--- src/rtl/fba_pkg.sv ---
package fba_pkg;

    localparam int DEF_MAX_BLOCKS = 16;
    localparam int DEF_SIZE_BITS  = 16;

    localparam int SLOT_W     = 4;
    localparam int AMOUNT_W   = 16;
    localparam int STRATEGY_W = 2;
    localparam int COUNT_W    = 5;
    localparam int CFG_W      = 5;
    localparam int CFG_IDX_W  = 1;

    localparam logic [CFG_IDX_W-1:0] REG_STRATEGY    = 1'b0;
    localparam logic [CFG_IDX_W-1:0] REG_BLOCK_COUNT = 1'b1;

    localparam logic KIND_LOAD    = 1'b0;
    localparam logic KIND_REQUEST = 1'b1;

    typedef enum logic [STRATEGY_W-1:0] {
        FIT_FIRST = 2'd0,
        FIT_NEXT  = 2'd1,
        FIT_WORST = 2'd2,
        FIT_BEST  = 2'd3
    } strategy_t;

    typedef struct packed {
        logic                kind;
        logic [SLOT_W-1:0]   slot;
        logic [AMOUNT_W-1:0] amount;
    } item_t;

    typedef struct packed {
        logic                granted;
        logic [SLOT_W-1:0]   chosen_block;
        logic [AMOUNT_W-1:0] leftover;
    } result_t;

    // table strobes from the sequencer
    typedef struct packed {
        logic load;
        logic read;
        logic grant;
    } tbl_ctl_t;

endpackage

--- src/rtl/fba_table.sv ---
module fba_table #(
    parameter int MAX_BLOCKS = fba_pkg::DEF_MAX_BLOCKS,
    parameter int SIZE_BITS  = fba_pkg::DEF_SIZE_BITS,
    parameter int IDX_W      = (MAX_BLOCKS > 1) ? $clog2(MAX_BLOCKS) : 1
) (
    input  logic                 clk,
    input  logic                 rst_n,
    input  fba_pkg::tbl_ctl_t    ctl,
    input  logic [IDX_W-1:0]     load_addr,
    input  logic [SIZE_BITS-1:0] load_size,
    input  logic [IDX_W-1:0]     rd_addr,
    input  logic [IDX_W-1:0]     grant_addr,
    output logic [SIZE_BITS-1:0] rd_size,
    output logic                 rd_taken
);
    import fba_pkg::*;

    logic [SIZE_BITS-1:0]  size_mem [MAX_BLOCKS];
    logic [MAX_BLOCKS-1:0] taken_reg;
    logic [SIZE_BITS-1:0]  rd_size_reg;
    logic                  rd_taken_reg;

    always_ff @(posedge clk)
    begin
        if (ctl.load)
        begin
            size_mem[load_addr] <= load_size;
        end
        if (ctl.read)
        begin
            rd_size_reg <= size_mem[rd_addr];
        end
    end

    always_ff @(posedge clk or negedge rst_n)
    begin
        if (!rst_n)
        begin
            taken_reg    <= '0;
            rd_taken_reg <= 1'b0;
        end
        else
        begin
            if (ctl.load)
            begin
                taken_reg[load_addr] <= 1'b0;
            end
            if (ctl.grant)
            begin
                taken_reg[grant_addr] <= 1'b1;
            end
            if (ctl.read)
            begin
                rd_taken_reg <= taken_reg[rd_addr];
            end
        end
    end

    assign rd_size  = rd_size_reg;
    assign rd_taken = rd_taken_reg;

endmodule

--- src/rtl/fba_cmp.sv ---
module fba_cmp #(
    parameter int SIZE_BITS = fba_pkg::DEF_SIZE_BITS
) (
    input  fba_pkg::strategy_t          strategy,
    input  logic [SIZE_BITS-1:0]        size,
    input  logic                        taken,
    input  logic [fba_pkg::AMOUNT_W-1:0] amount,
    input  logic [SIZE_BITS-1:0]        pick_size,
    output logic                        fit,
    output logic                        better,
    output logic [fba_pkg::AMOUNT_W-1:0] leftover
);
    import fba_pkg::*;

    localparam int CW = (SIZE_BITS > AMOUNT_W) ? SIZE_BITS : AMOUNT_W;

    logic [CW-1:0] size_w;
    logic [CW-1:0] pick_w;
    logic [CW-1:0] amount_w;
    logic [CW-1:0] diff_w;

    always_comb
    begin
        size_w   = CW'(size);
        pick_w   = CW'(pick_size);
        amount_w = CW'(amount);
        diff_w   = pick_w - amount_w;
        fit      = !taken && (size_w >= amount_w);
        leftover = diff_w[AMOUNT_W-1:0];
        case (strategy) inside
            FIT_FIRST, FIT_NEXT: better = 1'b0;
            FIT_WORST:           better = size_w > pick_w;
            default:             better = size_w < pick_w;
        endcase
    end

endmodule

--- src/rtl/fba_ctrl.sv ---
module fba_ctrl #(
    parameter int MAX_BLOCKS = fba_pkg::DEF_MAX_BLOCKS,
    parameter int SIZE_BITS  = fba_pkg::DEF_SIZE_BITS,
    parameter int IDX_W      = (MAX_BLOCKS > 1) ? $clog2(MAX_BLOCKS) : 1
) (
    input  logic                          clk,
    input  logic                          rst_n,
    input  logic                          cfg_we,
    input  logic [fba_pkg::CFG_IDX_W-1:0] cfg_index,
    input  logic [fba_pkg::CFG_W-1:0]     cfg_data,
    input  logic                          req_valid,
    output logic                          req_stall,
    input  fba_pkg::item_t                req,
    output logic                          rsp_valid,
    input  logic                          rsp_stall,
    output fba_pkg::result_t              rsp,
    output fba_pkg::tbl_ctl_t             tbl_ctl,
    output logic [IDX_W-1:0]              load_addr,
    output logic [SIZE_BITS-1:0]          load_size,
    output logic [IDX_W-1:0]              rd_addr,
    output logic [IDX_W-1:0]              grant_addr,
    output fba_pkg::strategy_t            strategy,
    output logic [fba_pkg::AMOUNT_W-1:0]  amount,
    output logic [SIZE_BITS-1:0]          pick_size,
    input  logic [SIZE_BITS-1:0]          rd_size,
    input  logic                          fit,
    input  logic                          better,
    input  logic [fba_pkg::AMOUNT_W-1:0]  leftover
);
    import fba_pkg::*;

    localparam int CNT_W = IDX_W + 1;
    localparam int CMP_W = (CNT_W > COUNT_W) ? CNT_W : COUNT_W;

    typedef enum logic [1:0] {
        ST_IDLE,
        ST_SCAN,
        ST_DONE
    } state_t;

    state_t               state_reg, state_next;
    strategy_t            strategy_reg, strategy_next;
    logic [COUNT_W-1:0]   block_count_reg, block_count_next;
    logic [SLOT_W-1:0]    next_start_reg, next_start_next;
    logic [AMOUNT_W-1:0]  amount_reg, amount_next;
    logic [CNT_W-1:0]     count_reg, count_next;
    logic [CNT_W-1:0]     issued_reg, issued_next;
    logic [IDX_W-1:0]     addr_reg, addr_next;
    logic                 pend_reg, pend_next;
    logic [IDX_W-1:0]     pend_idx_reg, pend_idx_next;
    logic                 found_reg, found_next;
    logic [IDX_W-1:0]     pick_reg, pick_next;
    logic [SIZE_BITS-1:0] pick_size_reg, pick_size_next;
    logic                 rsp_valid_reg, rsp_valid_next;
    result_t              rsp_reg, rsp_next;

    logic [CNT_W-1:0] live;
    logic [CNT_W-1:0] addr_inc;
    logic             accept;
    logic             hit;
    logic             take;
    logic             early;
    logic             issue;
    logic             out_free;

    always_comb
    begin
        state_next       = state_reg;
        strategy_next    = strategy_reg;
        block_count_next = block_count_reg;
        next_start_next  = next_start_reg;
        amount_next      = amount_reg;
        count_next       = count_reg;
        issued_next      = issued_reg;
        addr_next        = addr_reg;
        pend_next        = 1'b0;
        pend_idx_next    = addr_reg;
        found_next       = found_reg;
        pick_next        = pick_reg;
        pick_size_next   = pick_size_reg;
        rsp_valid_next   = rsp_valid_reg && rsp_stall;
        rsp_next         = rsp_reg;
        tbl_ctl          = '0;

        live = (CMP_W'(block_count_reg) > CMP_W'(MAX_BLOCKS)) ? CNT_W'(MAX_BLOCKS)
                                                               : CNT_W'(block_count_reg);
        addr_inc = CNT_W'(addr_reg) + CNT_W'(1);
        accept   = req_valid && (state_reg == ST_IDLE);
        out_free = !rsp_valid_reg || !rsp_stall;

        hit   = (state_reg == ST_SCAN) && pend_reg && fit;
        take  = hit && (!found_reg || better);
        early = ((strategy_reg == FIT_FIRST) || (strategy_reg == FIT_NEXT))
                && (found_reg || hit);
        issue = (state_reg == ST_SCAN) && (issued_reg != count_reg) && !early;

        if (cfg_we)
        begin
            unique case (cfg_index)
                REG_STRATEGY:    strategy_next    = strategy_t'(cfg_data[STRATEGY_W-1:0]);
                REG_BLOCK_COUNT: block_count_next = cfg_data[COUNT_W-1:0];
            endcase
        end

        unique case (state_reg)
            ST_IDLE:
            begin
                if (accept)
                begin
                    if (req.kind == KIND_LOAD)
                    begin
                        tbl_ctl.load = 32'(req.slot) < 32'(MAX_BLOCKS);
                    end
                    else
                    begin
                        amount_next = req.amount;
                        count_next  = live;
                        issued_next = '0;
                        found_next  = 1'b0;
                        if ((strategy_reg == FIT_NEXT) && (32'(next_start_reg) < 32'(live)))
                        begin
                            addr_next = IDX_W'(next_start_reg);
                        end
                        else
                        begin
                            addr_next = '0;
                        end
                        state_next = ST_SCAN;
                    end
                end
            end
            ST_SCAN:
            begin
                if (take)
                begin
                    found_next     = 1'b1;
                    pick_next      = pend_idx_reg;
                    pick_size_next = rd_size;
                end
                if (issue)
                begin
                    tbl_ctl.read = 1'b1;
                    pend_next    = 1'b1;
                    issued_next  = issued_reg + CNT_W'(1);
                    addr_next    = (addr_inc == count_reg) ? '0 : addr_inc[IDX_W-1:0];
                end
                else if (!pend_reg)
                begin
                    state_next = ST_DONE;
                end
            end
            ST_DONE:
            begin
                if (out_free)
                begin
                    rsp_valid_next = 1'b1;
                    rsp_next.granted      = found_reg;
                    rsp_next.chosen_block = found_reg ? SLOT_W'(pick_reg) : '0;
                    rsp_next.leftover     = found_reg ? leftover : '0;
                    tbl_ctl.grant = found_reg;
                    if (found_reg && (strategy_reg == FIT_NEXT))
                    begin
                        next_start_next = SLOT_W'(pick_reg);
                    end
                    state_next = ST_IDLE;
                end
            end
        endcase
    end

    always_ff @(posedge clk or negedge rst_n)
    begin
        if (!rst_n)
        begin
            state_reg       <= ST_IDLE;
            strategy_reg    <= FIT_FIRST;
            block_count_reg <= '0;
            next_start_reg  <= '0;
            amount_reg      <= '0;
            count_reg       <= '0;
            issued_reg      <= '0;
            addr_reg        <= '0;
            pend_reg        <= 1'b0;
            pend_idx_reg    <= '0;
            found_reg       <= 1'b0;
            pick_reg        <= '0;
            pick_size_reg   <= '0;
            rsp_valid_reg   <= 1'b0;
            rsp_reg         <= '0;
        end
        else
        begin
            state_reg       <= state_next;
            strategy_reg    <= strategy_next;
            block_count_reg <= block_count_next;
            next_start_reg  <= next_start_next;
            amount_reg      <= amount_next;
            count_reg       <= count_next;
            issued_reg      <= issued_next;
            addr_reg        <= addr_next;
            pend_reg        <= pend_next;
            pend_idx_reg    <= pend_idx_next;
            found_reg       <= found_next;
            pick_reg        <= pick_next;
            pick_size_reg   <= pick_size_next;
            rsp_valid_reg   <= rsp_valid_next;
            rsp_reg         <= rsp_next;
        end
    end

    assign req_stall  = (state_reg != ST_IDLE);
    assign rsp_valid  = rsp_valid_reg;
    assign rsp        = rsp_reg;
    assign load_addr  = IDX_W'(req.slot);
    assign load_size  = SIZE_BITS'(req.amount);
    assign rd_addr    = addr_reg;
    assign grant_addr = pick_reg;
    assign strategy   = strategy_reg;
    assign amount     = amount_reg;
    assign pick_size  = pick_size_reg;

endmodule

--- src/rtl/fit_block_allocator_top.sv ---
// channel | valid     | stall     | payload
// --------+-----------+-----------+-------------------------------
// req     | req_valid | req_stall | req (kind, slot, amount)
// rsp     | rsp_valid | rsp_stall | rsp (granted, chosen_block, leftover)
// cfg     | cfg_we    | -         | cfg_index, cfg_data
//
// Load transaction: written to the table on acceptance, sequencer stays idle, no response.
// Request transaction: the next accept waits for the scan, which reads one block per cycle
//   through the size memory's single read port; all live
//   blocks are read, but first and next fit stop at the read that hits.
// A full response register holds the sequencer in its final state until taken.
// Reset clears taken marks, next-fit pointer and registers; sizes are unset until loaded.
module fit_block_allocator_top #(
    parameter int MAX_BLOCKS = fba_pkg::DEF_MAX_BLOCKS,
    parameter int SIZE_BITS  = fba_pkg::DEF_SIZE_BITS
) (
    input  logic                          clk,
    input  logic                          rst_n,
    input  logic                          cfg_we,
    input  logic [fba_pkg::CFG_IDX_W-1:0] cfg_index,
    input  logic [fba_pkg::CFG_W-1:0]     cfg_data,
    input  logic                          req_valid,
    output logic                          req_stall,
    input  fba_pkg::item_t                req,
    output logic                          rsp_valid,
    input  logic                          rsp_stall,
    output fba_pkg::result_t              rsp
);
    import fba_pkg::*;

    localparam int IDX_W = (MAX_BLOCKS > 1) ? $clog2(MAX_BLOCKS) : 1;

    tbl_ctl_t             tbl_ctl;
    logic [IDX_W-1:0]     load_addr;
    logic [SIZE_BITS-1:0] load_size;
    logic [IDX_W-1:0]     rd_addr;
    logic [IDX_W-1:0]     grant_addr;
    logic [SIZE_BITS-1:0] rd_size;
    logic                 rd_taken;
    strategy_t            strategy;
    logic [AMOUNT_W-1:0]  amount;
    logic [SIZE_BITS-1:0] pick_size;
    logic                 fit;
    logic                 better;
    logic [AMOUNT_W-1:0]  leftover;

    fba_table #(
        .MAX_BLOCKS (MAX_BLOCKS),
        .SIZE_BITS  (SIZE_BITS),
        .IDX_W      (IDX_W)
    ) u_table (
        .clk        (clk),
        .rst_n      (rst_n),
        .ctl        (tbl_ctl),
        .load_addr  (load_addr),
        .load_size  (load_size),
        .rd_addr    (rd_addr),
        .grant_addr (grant_addr),
        .rd_size    (rd_size),
        .rd_taken   (rd_taken)
    );

    fba_cmp #(
        .SIZE_BITS (SIZE_BITS)
    ) u_cmp (
        .strategy  (strategy),
        .size      (rd_size),
        .taken     (rd_taken),
        .amount    (amount),
        .pick_size (pick_size),
        .fit       (fit),
        .better    (better),
        .leftover  (leftover)
    );

    fba_ctrl #(
        .MAX_BLOCKS (MAX_BLOCKS),
        .SIZE_BITS  (SIZE_BITS),
        .IDX_W      (IDX_W)
    ) u_ctrl (
        .clk        (clk),
        .rst_n      (rst_n),
        .cfg_we     (cfg_we),
        .cfg_index  (cfg_index),
        .cfg_data   (cfg_data),
        .req_valid  (req_valid),
        .req_stall  (req_stall),
        .req        (req),
        .rsp_valid  (rsp_valid),
        .rsp_stall  (rsp_stall),
        .rsp        (rsp),
        .tbl_ctl    (tbl_ctl),
        .load_addr  (load_addr),
        .load_size  (load_size),
        .rd_addr    (rd_addr),
        .grant_addr (grant_addr),
        .strategy   (strategy),
        .amount     (amount),
        .pick_size  (pick_size),
        .rd_size    (rd_size),
        .fit        (fit),
        .better     (better),
        .leftover   (leftover)
    );

    a_req_busy: assert property (@(posedge clk) disable iff (!rst_n)
        (req_valid && !req_stall && req.kind == KIND_REQUEST) |=> req_stall)
        else $error("request transaction did not start a scan");

    a_load_silent: assert property (@(posedge clk) disable iff (!rst_n)
        (req_valid && !req_stall && req.kind == KIND_LOAD && !rsp_valid) |=> !rsp_valid)
        else $error("load transaction produced a response");

    a_refuse_zero: assert property (@(posedge clk) disable iff (!rst_n)
        (rsp_valid && !rsp.granted) |-> (rsp.chosen_block == '0 && rsp.leftover == '0))
        else $error("refused request carries block or leftover");

endmodule

--- config.mk ---
export PLATFORM = sky130hd
export DESIGN_NAME = fit_block_allocator_top
export DESIGN_NICKNAME = d
export VERILOG_FILES = /design/src/rtl/fba_pkg.sv /design/src/rtl/fba_table.sv /design/src/rtl/fba_cmp.sv /design/src/rtl/fba_ctrl.sv /design/src/rtl/fit_block_allocator_top.sv
export SDC_FILE = /design/constraint.sdc
export NUM_CORES = 1
export LEC_CHECK = 0
export BUFFER_PORTS_ARGS = -buffer_cell sky130_fd_sc_hd__buf_2
export CAP_MARGIN = 25
export CORE_UTILIZATION = 50
export CTS_CLUSTER_SIZE = 12
export DETAILED_ROUTE_END_ITERATION = 8
export PLACE_DENSITY = 0.68
export SYNTH_ARGS = -nofsm -noshare
export SYNTH_HDL_FRONTEND = slang
export SYNTH_SLANG_ARGS = --single-unit
export TNS_END_PERCENT = 5
--- constraint.sdc ---
create_clock -name clk -period 2.9 [get_ports clk]
set_input_delay 0.58 -clock clk [delete_from_list [all_inputs] [get_ports clk]]
set_output_delay 0.58 -clock clk [all_outputs]
set_load 0.01 [all_outputs]
* Word-level counts from Yosys, hierarchy flattened
Memories as Yosys holds them, arrays and structs flattened. A register that Yosys moved wholly into a read port is not among the register bits. Cells that the tools add are included.
Cells by class: mux-type cells 44, reduce and logical (&&, ||, !) cells 36, eq/ne operators 13, $lt $le $gt $ge 10, bitwise gates (word level) 4, add/sub/neg operators 3
Operators with widths (count):
- $mux W16 | 3
- $mux W4 | 6
- $mux W5 | 4
- $mux W1 | 19
- $and A16 B16 Y16 | 1
- $ge A16 B16 Y1 | 1
- $gt A16 B16 Y1 | 1
- $lt A16 B16 Y1 | 1
- $not A16 Y16 | 1
- $or A16 B16 Y16 | 1
- $sub A16 B16 Y16 | 1
- $lt A4 B5 Y1 const B | 3
- $logic_and A1 B1 Y1 | 13
- $mux W2 | 5
- $pmux W5 S2 | 1
- $demux W1 S4 | 2
- $ge A4 B1 Y1 const B | 2
- $ne A2 B1 Y1 const B | 4
- $pmux W4 S2 | 1
- $reduce_and A2 Y1 | 4
- $reduce_and A4 Y1 | 2
- $ne A2 B2 Y1 const B | 3
- $pmux W2 S3 | 1
- $reduce_and A3 Y1 | 2
- 17 further kinds | 28
Storage, ports and cells: output and inout bits 23, memories kept 1, flip-flop bits (word level) 108, bits of input ports 32, RAM bits 256, logic and storage cells 130
Memory list:
- u_table.size_mem | depth 16, width 16, rd ports 1, clocked after memory_dff 1, write ports 1, line fba_table.sv:18 | logic [SIZE_BITS-1:0] size_mem [MAX_BLOCKS];

* Depth between registers and ports, before layout
Gate-level depths: netlist (run 1).
word-level depth 9, mapped depth 11, gate-level depth less buffers 11

* Hierarchy
Synthesis (run 1) repeated with hierarchy kept, for this count alone.
Second synthesis, totals: cells, all modules 1042, area total of the unflattened synthesis 16734.8 um^2
By module, submodules not included:
- fba_table | instances 1, area an instance 11029.3 um^2, cells an instance 464
- fba_ctrl | instances 1, area an instance 4026.4 um^2, cells an instance 354
- fba_cmp | instances 1, area an instance 1679.1 um^2, cells an instance 224

* Least setup slack after synthesis (run 1)
Ideal clock, no wire load.
kind register to register, start point register u_ctrl.state_reg[0], end point memory u_table.size_mem[0][0] in the netlist's numbering, enable pin, setup slack -0.143 ns, arrival 2.632 ns, clock period less this slack 3.043 ns, required time 2.489 ns, cell stages (with the launch flop) 8, path buffers 1, cells stage by stage dfrtp_1 -> inv_1 -> ha_1 -> nand2_1 -> or2_2 -> or3_1 -> clkbuf_1 -> nor3_1
On the way: cells in the longest elaborated chain, start to end 6
Ends and longest elaborated chain:
- from (decl) | line fba_ctrl.sv:41 | state_t state_reg, state_next;
- from (signal assigned) | line fba_ctrl.sv:193 | state_reg <= state_next;
- $logic_not A2 Y1 * | line fba_ctrl.sv:88, fba_ctrl.sv:105
- $logic_and A1 B1 Y1 | line fba_ctrl.sv:88 | accept = req_valid && (state_reg == ST_IDLE);
- $mux W1 | line fba_ctrl.sv:108 | if (accept)
- $mux W1 * | line fba_ctrl.sv:105 | unique case (state_reg)
- $mux W1 * | line fba_table.sv:25 | if (ctl.load)
- $mux W1 (not written as such) * | line fba_table.sv:27 | size_mem[load_addr] <= load_size;
- to (decl) | line fba_table.sv:18
Every way passes the cells marked *; elsewhere a longest branch is shown, timed or not.

* Final worst setup path (run 1)
start point register u_table.rd_size_reg[9], in the netlist u_table.rd_size[9], read port of u_table.size_mem, end point register u_ctrl.pick_reg[3], in the netlist u_ctrl.grant_addr[3]
On the way: cells in the longest elaborated chain, start to end 6
Ends and longest elaborated chain:
- from (decl) | line fba_table.sv:20 | logic [SIZE_BITS-1:0] rd_size_reg;
- $lt A16 B16 Y1 / $gt A16 B16 Y1 (equally long branches) | line fba_cmp.sv:33, fba_cmp.sv:32
- $mux W1 (2 in a row) | line fba_cmp.sv:30 | case (strategy) inside
- $logic_or A1 B1 Y1 | line fba_ctrl.sv:92 | take = hit && (!found_reg || better);
- $logic_and A1 B1 Y1 * | line fba_ctrl.sv:92
- $reduce_and A2 Y1 (no source line) *
- to (signal assigned) | line fba_ctrl.sv:204 | pick_reg <= pick_next;
- to (decl) | line fba_ctrl.sv:52 | logic [IDX_W-1:0] pick_reg, pick_next;
Marked as above. A chain may end at the register's enable or synchronous reset.

==> results of run 1 <==
-- power by group through the flow --
stage                     clock (W)  sequential [W]  combinational, W
after floorplan                   0         0.00710           0.00455
after global placement            0         0.00719           0.00618
after detailed placement          0         0.00723           0.00622
after CTS                   0.00497         0.00712           0.00625
after global routing        0.00520         0.00721           0.00696
final                       0.00487         0.00712           0.00623
-- cell families after synthesis --
kind of cell               Yosys count
buffers and inverters               93
muxes                              139
xor gates and xnor gates            22
AOI/OAI and AO/OA                  241
and+or+nand+nor                    222
DFF                                380
adders and majority gates           56
-- synth_stat cells (2+ instances only) --
library cell  number
edfxtp_1         272
nand2_1          109
dfrtp_1          108
o21ai_0           90
ha_1              55
mux2i_1           54
inv_1             48
mux2_2            46
a21oi_1           42
mux4_2            37
nor2_1            35
a221oi_1          18
a22oi_1           18
clkbuf_1          18
nand2b_1          18
nand3_1           18
buf_2             17
o22ai_1           16
a21o_1            13
nor3_1            12
xnor2_1           11
xor2_1            11
o21a_1             8
o31ai_1            7
buf_4              5
nand4_1            5
nor2b_1            5
a211oi_1           3
a22o_1             3
buf_1              3
o211ai_1           3
o21ai_1            3
or2_2              3
or3_1              3
a21boi_0           2
a32oi_1            2
buf_6              2
mux2_4             2
nand3b_1           2
o2111ai_1          2
o2bb2ai_1          2
-- final timing paths --
| path | end | from | slack, ns | cells past startpoint |
|---|---|---|---|---|
| max | u_ctrl.grant_addr[3] | u_table.rd_size[9] | 0.21 | 8 |
| min in group clk | u_ctrl.block_count_reg[4] | cfg_data[4] | 0.28 | 2 |
| max in group asynchronous | u_ctrl.rd_addr[0] | rst_n | 1.97 | 2 |
| max reg2reg | u_ctrl.grant_addr[3] | u_table.rd_size[9] | 0.21 | 8 |
| min | u_ctrl.state_reg[1] | rst_n | 0.07 | 1 |
| min reg2reg | u_ctrl.rsp[11] | u_ctrl.rsp[11] | 0.47 | 2 |
-- cells in the final DEF, fill, tap and decap left out, types with 28 or more instances in the layout --
cell type	count
a21oi_1	42
buf_2	53
buf_4	36
clkbuf_16	42
dfrtp_1	106
edfxtp_1	272
ha_1	55
inv_1	48
mux2_2	46
mux2i_1	54
mux4_2	37
nand2_1	109
nor2_1	28
o21ai_0	90
-- per-layer routing --
layer / GRT usage / part of all wire
met1: 0.310 / 0.45
met2: 0.374 / 0.48
met3: 0.0310 / 0.049
met4: 0.0537 / 0.018
met5: 0 / 0
-- cell type report --
class                      instances  share of cell area
tap                              442              0.0293
timing repair buffer              94              0.0336
multi-input combinational        680               0.286
clock inverter                    14             0.00775
inverter                          48             0.00954
clock buffer                      56              0.0584
antenna                            1            0.000132
sequential                       380               0.576
-- per-stage QoR --
step / total power (W) / hold WS, ns / utilization / std cells / worst slack (ns)
finish: 0.0182 / 0.0685 / 0.579 / 1715 / 0.209
global route: 0.0194 / 0.107 / 0.579 / 1714 / 0.0525
CTS: 0.0183 / 0.0846 / 0.579 / 1714 / 0.214
detailed placement: 0.0134 / 0.463 / 0.541 / 1644 / 0.219
global placement: 0.0134 / 0.455 / 0.541 / 1644 / 0.232
floorplan: 0.0117 / 0.284 / - / 1153 / 0.0934
-- critical path: cells and delay by family, from the launching register on --
family | cells | cell delay [ns]
adders and majority gates | 1 | 0.34
DFF | 1 | 0.42
muxes | 2 | 0.70
AOI/OAI and AO/OA | 4 | 0.86
and+or+nand+nor | 1 | 0.25
==> impl_results.md, run 1 <==
* Initial antenna violation count at 1
* GP Congestion at 0.867
* Synth area leader: edfxtp_1
* Setup violators final at 0
* WL/cell at 21.3 um
* Clock Skew at 0.0133 ns
* Worst min path class: primary input to asynchronous set/reset pin
* Worst-path cell chain: ha_1 -> a21o_1 -> a21o_1 -> a211oi_1 -> o311ai_1 -> mux2_4 -> nor2_8 -> mux2_4
* IO buf count at 54
* H-tree lvl count at 2
* Max Fclk at 372 MHz
* Setup bufs post-CTS at 0
* Setup TNS Final at 0 ns
* Clock sinks at 380
* EDFF count, synth at 272
* Critical path's slowest cell: edfxtp_1
* Delay of the slowest critical-path stage at 0.42 ns
* Vias post-DR at 9,860
* Vias per cell at 5.75
* Largest family of logic cells by synthesized area: multiplexers
* Drt drc at 0
* Fillcell total at 2,586
* Slew margin rel. at 0.463
* Comb pwr share at 0.342
* Setup crit end kind: register
* Adder-Cell Fraction of Synth Area at 0.0426
* Antenna viol nets, final at 0
* Clock Path Buffers at 3
* TritonCTS clock tree: yes
* RSZ-0062 raised after global routing: false
* I/O pins at 55
* Int Power at 0.0122 W
* Clock transition at the registers of the reported paths at 0.06 ns
* Compound-Gate Fraction of Synth Area at 0.0903
* Final period utilization at 0.928
* Synth warn at 0
* Max reg flops at 256
* Area added between synthesis and finish at 13.6%
* Total detailed-routing wirelength at 36,500 um
* Total GRT Usage at 0.224
* # nets final at 1,333
* Initial Util at 0.510
* Layout cells sized above 1 at 0.198
* Peak supply drop at 0.000543 V
* Worst setup SP type: register
* Post-Syn Area at 0.0166 sq mm
* Die Width at 184 um
* Max-cap violations at 0
* Critical Path AT at 3.10 ns
* Total grt overflow at 0
* Flops & latches, synth at 380
* First-pass GRT wire length at 57,300 um
* Die area at 0.0340 sq mm
* Share of the synthesized area in the top cell type at 0.491
* PwrDens at 965 mW/mm^2
* Asr flop ratio synth at 0.284
* Sequential share of power at 0.390
* Switching share of power at 0.332
* Final Hold Viols at 0
* Multi-input gate area at 0.00539 sq mm
* Status: finished clean
* Mean post-synth cell area at 14.4 sq um
* Final Critical Period at 2.69 ns
* Post-synthesis mux area share at 0.116
* Post-CTS resize count at 0
* CP Max Fanout at 17
* Largest net degree at the start of global routing at 51
* P_leak at 7.16 nW
* DPL Wire Length at 23,400 um
* Syn Inst Count at 1,153
* Root Driver: clkbuf_16
* Register area at 0.0109 sq mm
* Placed Area at 0.0176 sq mm
* Drt first pass iters at 5
* # hold bufs at CTS at 0
* Tightest Pin Transition at 0.803 ns
* Floorplan row count at 66
* Worst skew pair latency at 0.53 ns
* Initial DRC Count at 759
* Unique cell type count in the Yosys netlist at 63
* Crit Path Class: register to register
* Vias in the first global route at 9,930
* Net Sw Power at 0.00605 W
* Core Area at 0.0326 sq mm
* Leading register cell type out of synthesis: edfxtp_1
* Fin area at 0.0189 sq mm
* Post-synthesis simple-gate area fraction at 0.0621
* Largest cells by area after synthesis: edfxtp_1, dfrtp_1, mux4_2
* Sequential area share after synthesis at 0.654
* Die H at 184 um
* XOR/XNOR Fraction of Synth Area at 0.0116
* CP required at 3.31 ns
* Clock power frac at 0.267
* Final Slew Violations at 0
* Syn_nets at 1,241
* Number of buffers created by CTS at 41
(Power assumes the default switching activity.)
==> inputs of run 2 (changes only) <==
ABC_AREA = 1   (was unset)
GPL_ROUTABILITY_DRIVEN = 0   (was unset)
==> impl_results.md, run 2 <==
* # hold bufs at CTS at 0 (unchanged)
* Leading register cell type out of synthesis: edfxtp_1
* Syn_nets at 1,592 (+28%)
* Most frequent cells in the layout: nand2_1, edfxtp_1, o21ai_0, nor2_1, dfrtp_1
* Slew margin rel. at 0.530 (+0.0679)
* Syn Inst Count at 1,504 (+30%)
* Total detailed-routing wirelength at 41,200 um (+13%)
* Setup violators final at 0 (unchanged)
* Crit Path Class: register to register
* Layout cells sized above 1 at 0.119 (-0.0789)
* EDFF count, synth at 272 (unchanged)
* Peak supply drop at 0.000473 V (-13%)
* Vias post-DR at 11,586 (+18%)
* Worst skew pair latency at 0.55 ns (+0.02 ns)
* Clock sinks at 380 (unchanged)
* Root Driver: clkbuf_16
* Final Slew Violations at 0 (unchanged)
* WP buf/inv at 2 (+2)
* Worst reg2reg path endpoint: u_table.rd_taken
* Area added between synthesis and finish at 13.4%
* Vias per cell at 5.64 (-1.8%)
* Delay of the slowest critical-path stage at 0.61 ns (+0.19 ns)
* Synth area leader: edfxtp_1
* Initial antenna violation count at 3 (+2)
* Setup bufs post-CTS at 0 (unchanged)
* WL met1 at 17,800 um (+8.6%)
* Share of the synthesized area in the top cell type at 0.493 (+0.00163)
* Vias in the first global route at 11,261 (+13%)
* Clock Skew at 0.0208 ns (+0.00750 ns)
* Setup TNS Final at 0 ns (unchanged)
* Synth warn at 0 (unchanged)
* Wire length on met3 at 3010 um (+69%)
* Die area at 0.0339 sq mm (-0.33%)
* Floorplan row count at 66 (unchanged)
* # nets final at 1,673 (+26%)
* Worst setup SP type: register
* Clock transition at the registers of the reported paths at 0.06 ns (about the same)
* Post-CTS resize count at 0 (unchanged)
* Critical Path AT at 2.81 ns (-0.29 ns)
* R2R Path Start: u_ctrl.rd_addr[1]
* Most numerous cell in the Yosys netlist: nand2_1
* Status: finished clean
* Unique cell type count in the Yosys netlist at 46 (-27%)
* DPL Wire Length at 26,000 um (+11%)
* Worst-path cell chain: nand2_2 -> inv_1 -> buf_4 -> nand2_1 -> a31oi_1 -> o21ai_1 -> nand2_1
* PwrDens at 903 mW/mm^2 (-6.4%)
* H-tree lvl count at 2 (unchanged)
* CP dominant cell by count: nand2_1
* Drt first pass iters at 6 (+1)
* Commonest non-fill, non-tap cell in the layout: nand2_1
* Max-cap violations at 0 (unchanged)
* I/O pins at 55 (unchanged)
* CP Max Fanout at 11 (-6)
* R2R depth at 7 (-1)
* Max reg flops at 256 (unchanged)
* P_leak at 7.57 nW (+5.7%)
* Initial DRC Count at 1,006 (+33%)
* Ant diodes at 0 (-1)
* Total GRT Usage at 0.251 (+0.0272)
* Worst min path class: primary input to asynchronous set/reset pin
* Synth top cells by count: nand2_1, edfxtp_1, o21ai_0
* Highest metal used: met5
* WL/cell at 20.1 um (-5.6%)
* Post-Syn Area at 0.0166 sq mm (-0.33%)
* Met2 routed WL at 19,100 um (+8.3%)
* Largest net degree at the start of global routing at 106 (+110%)
* Crit-path leading delay family: buffers and inverters
* Die Width at 184 um (-0.17%)
* Asr flop ratio synth at 0.284 (unchanged)
* Initial Util at 0.509 (about the same)
* RSZ-0062 raised after global routing: false
* Total grt overflow at 0 (unchanged)
* Flops & latches, synth at 380 (unchanged)
* Critical path's slowest cell: dfrtp_1
* TritonCTS clock tree: yes
* Tightest Pin Transition at 0.704 ns (-0.0989 ns)
* Clock Path Buffers at 3 (unchanged)
* Final Util at 0.578 (-0.00145)
* Max Fclk at 428 MHz (+15%)
* Sequential area share after synthesis at 0.656 (+0.00217)
* Worst R2R Setup Slack at 0.56 ns (+0.35 ns)
* Largest cells by area after synthesis: edfxtp_1, dfrtp_1, nand2_1
* Antenna viol nets, final at 0 (unchanged)
* Number of buffers created by CTS at 41 (unchanged)
* IO buf count at 54 (unchanged)
* Final period utilization at 0.806 (-0.122)
* Setup crit end kind: register
* Final Hold Viols at 0 (unchanged)
* CP required at 3.37 ns (+0.06 ns)
* Core Area at 0.0325 sq mm (-0.25%)
* Mean post-synth cell area at 11.0 sq um (-24%)
* First-pass GRT wire length at 63,900 um (+12%)
* Drt drc at 0 (unchanged)
* Final Critical Period at 2.34 ns (-0.355 ns)
* Die H at 184 um (-0.17%)
-- run 2: cell count changes in the layout (fill, tap and decap cells not counted), sizes merged, moves of 37 or more --
cell,change
mux2i,-54
mux2,-45
o21ai,+80
nor2,+92
inv,+46
mux4,-37
nand2,+223
nand3,+62
-- run 2: worst register-to-register path: stages, from the launching register on --
cell     delay (ns)
dfrtp_1        0.61
nand2_2        0.34
inv_1          0.52
buf_4          0.28
nand2_1        0.07
a31oi_1        0.24
o21ai_1        0.14
nand2_1        0.10
-- run 2: logic make-up after synthesis --
| group | Yosys count | share of synthesized area |
|---|---|---|
| compound gates | 323 | 0.111 |
| xor+xnor | 16 | 0.00845 |
| fa+ha+maj | 56 | 0.0427 |
| buf+inv | 160 | 0.0395 |
| flops | 380 | 0.656 |
| mux | 3 | 0.00204 |
| simple gates | 566 | 0.141 |
-- run 2: worst max-delay path by stage --
stage | startpoint | endpoint | slack (ns) | cells past startpoint
2_1_floorplan | u_ctrl.state_reg[0] | u_table.size_mem[10][0] | 0.74 | 6
6_report | u_ctrl.rd_addr[1] | u_table.rd_taken | 0.56 | 7
3_3_place_gp | u_table.rd_size[7] | u_table.rd_size[13] | 0.60 | 14
4_1_cts | u_table.rd_size[15] | u_table.rd_size[15] | 0.55 | 10
5_1_grt | u_ctrl.amount[1] | u_table.rd_taken | 0.34 | 17
3_5_place_dp | u_table.rd_size[15] | u_table.rd_size[13] | 0.56 | 10
-- run 2: area by class of cell --
cell class,instances,area [sq um]
clock inverters,17,130
multi-input cells,964,5090
repair buffers,102,683
inverters,96,363
clock buffers,52,1100
flip-flops and latches,380,10900
fillers,2743,13700
well taps,442,553
-- run 2: metal layers --
metal | global-route usage | vias to the layer above
li1 | - | 5462
met1 | 0.344 | 5592
met2 | 0.405 | 428
met3 | 0.0456 | 98
met4 | 0.0837 | 6
met5 | 0 | -
-- run 2: power by group --
group,internal [W],switching [W]
combinational,0.00175,0.00347
sequential,0.00648,0.000421
clock,0.00277,0.00208
total,0.0110,0.00597
-- run 2: stage by stage --
step           hold slack [ns]  cell area [sq um]  total power [W]  worst slack, ns  cells
2_1_floorplan            0.284              16600           0.0105            0.743   1504
4_1_cts                  0.112              18800           0.0170            0.547   2053
3_3_place_gp             0.454              17600           0.0121            0.604   1984
6_report                0.0870              18800           0.0170            0.564   2053
3_5_place_dp             0.460              17600           0.0122            0.559   1984
5_1_grt                  0.128              18800           0.0180            0.344   2053
==> inputs of run 3 (changes only) <==
ABC_AREA = 0   (was 1)
clock period = 2 ns   (was 2.9 ns; I/O delays follow)
==> impl_results.md, run 3 (synthesis results as in run 1) <==
* Antenna viol nets, final at 0 (unchanged)
* Final Util at 0.627 (+0.0494)
* Worst min path class: primary input to register
* Clock sinks at 380 (unchanged)
* Die area at 0.0340 sq mm (+0.33%)
* Worst setup SP type: register
* Max Fclk at 420 MHz (-2.0%)
* Placed Area at 0.0187 sq mm (+6.4%)
* WL/cell at 20.3 um (+1.1%)
* PwrDens at 1450 mW/mm^2 (+60%)
* DPL Wire Length at 24,600 um (-5.4%)
* Core Area at 0.0326 sq mm (+0.25%)
* Die H at 184 um (+0.17%)
* TritonCTS clock tree: yes
* Crit Path Class: register to register
* Commonest non-fill, non-tap cell in the layout: edfxtp_1
* Worst skew pair latency at 0.54 ns (about the same)
* Final Critical Period at 2.38 ns (+0.0468 ns)
* H-tree lvl count at 2 (unchanged)
* Number of buffers created by CTS at 40 (-2.4%)
* CP required at 2.43 ns (-0.94 ns)
* Place WS at -0.533 ns (-1.09 ns)
* Vias post-DR at 10,306 (-11%)
* Tightest Pin Transition at 0.574 ns (-0.131 ns)
* Initial Util at 0.510 (about the same)
* I/O pins at 55 (unchanged)
* Initial DRC Count at 697 (-31%)
* Layout cells sized above 1 at 0.310 (+0.191)
* RSZ-0062 raised after global routing: true
* # nets final at 1,454 (-13%)
* Highest metal used: met4
* Initial antenna violation count at 1 (-2)
* Most frequent cells in the layout: edfxtp_1, buf_4, dfrtp_1, nand2_1, o21ai_0
* Delay of the slowest critical-path stage at 0.44 ns (-0.17 ns)
* Worst-path cell chain: ha_1 -> nand3_4 -> buf_4 -> nor3_2 -> a221oi_2 -> o311ai_2 -> mux2_4 -> nor2_8 -> mux2_4
* Final Slew Violations at 0 (unchanged)
* CP dominant cell by count: mux2_4
* Failing checks: setup timing
* Fin area at 0.0205 sq mm (+8.8%)
* Floorplan row count at 66 (unchanged)
* Peak supply drop at 0.000733 V (+55%)
* CP Max Fanout at 3 (-8)
* Met2 routed WL at 18,800 um (-1.7%)
* Wire length on met3 at 1750 um (-42%)
* Total grt overflow at 0 (unchanged)
* Clock transition at the registers of the reported paths at 0.06 ns (about the same)
* Vias in the first global route at 10,322 (-8.3%)
* Clock Skew at 0.0293 ns (+0.00857 ns)
* Total power draw at 0.0296 W (+74%)
* Setup violators final at 118 (+118)
* First-pass GRT wire length at 58,000 um (-9.3%)
* Fillcell total at 2,397 (-13%)
* Clock Path Buffers at 3 (unchanged)
* Final Hold Viols at 0 (unchanged)
* WL met1 at 15,800 um (-11%)
* Die Width at 184 um (+0.17%)
* Largest net degree at the start of global routing at 48 (-55%)
* Final period utilization at 1.19 (+0.386)
* Setup crit end kind: register
* Vias per cell at 5.63 (-0.26%)
* Area added between synthesis and finish at 23.0%
* Total GRT Usage at 0.226 (-0.0251)
* Critical Path AT at 2.81 ns (about the same)
* Max reg flops at 256 (unchanged)
* Root Driver: clkbuf_16
* Critical path's slowest cell: edfxtp_1
* P_leak at 7.90 nW (+4.3%)
* Drt first pass iters at 5 (-1)
* Slew margin rel. at 0.617 (+0.0870)
* IO buf count at 54 (unchanged)
* Status: finished with violations
* Worst setup margin at -0.383 ns (-0.947 ns)
* Max-cap violations at 0 (unchanged)
* Total detailed-routing wirelength at 37,200 um (-9.9%)
* Drt drc at 0 (unchanged)
[run 3: worst max-delay path, delay by kind of cell (launching register included)]
kind / cells / cell delay (ns)
mux: 2 / 0.67
flops: 1 / 0.44
compound gates: 2 / 0.43
fa+ha+maj: 1 / 0.37
simple gates: 3 / 0.26
buf+inv: 1 / 0.12
[run 3: per-stage QoR]
| step | cells | TNS, ns | hold WS (ns) |
|---|---|---|---|
| floorplan | 1153 | -58.88 | 0.104 |
| global placement | 1754 | -40.51 | 0.349 |
| detailed placement | 1754 | -43.99 | 0.345 |
| CTS | 1828 | -16.13 | 0.0718 |
| global route | 1830 | -32.60 | 0.0840 |
| finish | 1831 | -18.39 | 0.0908 |
[run 3: final cells by class]
type | count | area [sq um] | share of cell area
sequential | 380 | 10900 | 0.532
multi-input combinational | 680 | 5770 | 0.282
timing repair buffer | 216 | 1850 | 0.0904
clock buffer | 53 | 1060 | 0.0518
tap | 442 | 553 | 0.0270
inverter | 48 | 184 | 0.00899
clock inverter | 11 | 159 | 0.00777
antenna | 1 | 2.50 | 0.000122
[run 3: report_power, final]
part	leakage [nW]	switching, W	internal [W]
Combinational	3.48	0.00620	0.00611
Clock	0.584	0.00295	0.00400
Sequential	3.84	0.000723	0.00958
Total	7.90	0.00988	0.0197
[run 3: repair_timing]
| item | CTS | global route |
|---|---|---|
| buffers inserted | 8 | 2 |
| pin swaps | 38 | 7 |
| gates resized for setup | 68 | 40 |
| gates cloned | 1 | 0 |
| hold buffers | 1 | 0 |
| hold endpoints to repair | 24 | 0 |
| setup endpoints to repair | 291 | 280 |
[run 3: path summary, 6_finish.rpt]
kind / start / endpoint / slack, ns / cells past startpoint
hold / removal: cfg_data[3] / u_ctrl.block_count_reg[3] / 0.09 / 2
max in group asynchronous: rst_n / u_ctrl.rsp[7] / 1.05 / 3
setup reg to reg: u_table.rd_size[13] / u_ctrl.grant_addr[3] / -0.38 / 9
hold reg to reg: u_ctrl.rsp[11] / u_ctrl.rsp[11] / 0.47 / 2
min in group asynchronous: rst_n / u_ctrl.issued_reg[0] / 0.33 / 2
setup / recovery: u_table.rd_size[13] / u_ctrl.grant_addr[3] / -0.38 / 9
[run 3: layer usage]
layer | GRT usage | up-vias
li1 | - | 4811
met1 | 0.292 | 5143
met2 | 0.391 | 288
met3 | 0.0371 | 64
met4 | 0.0670 | 0
met5 | 0 | -
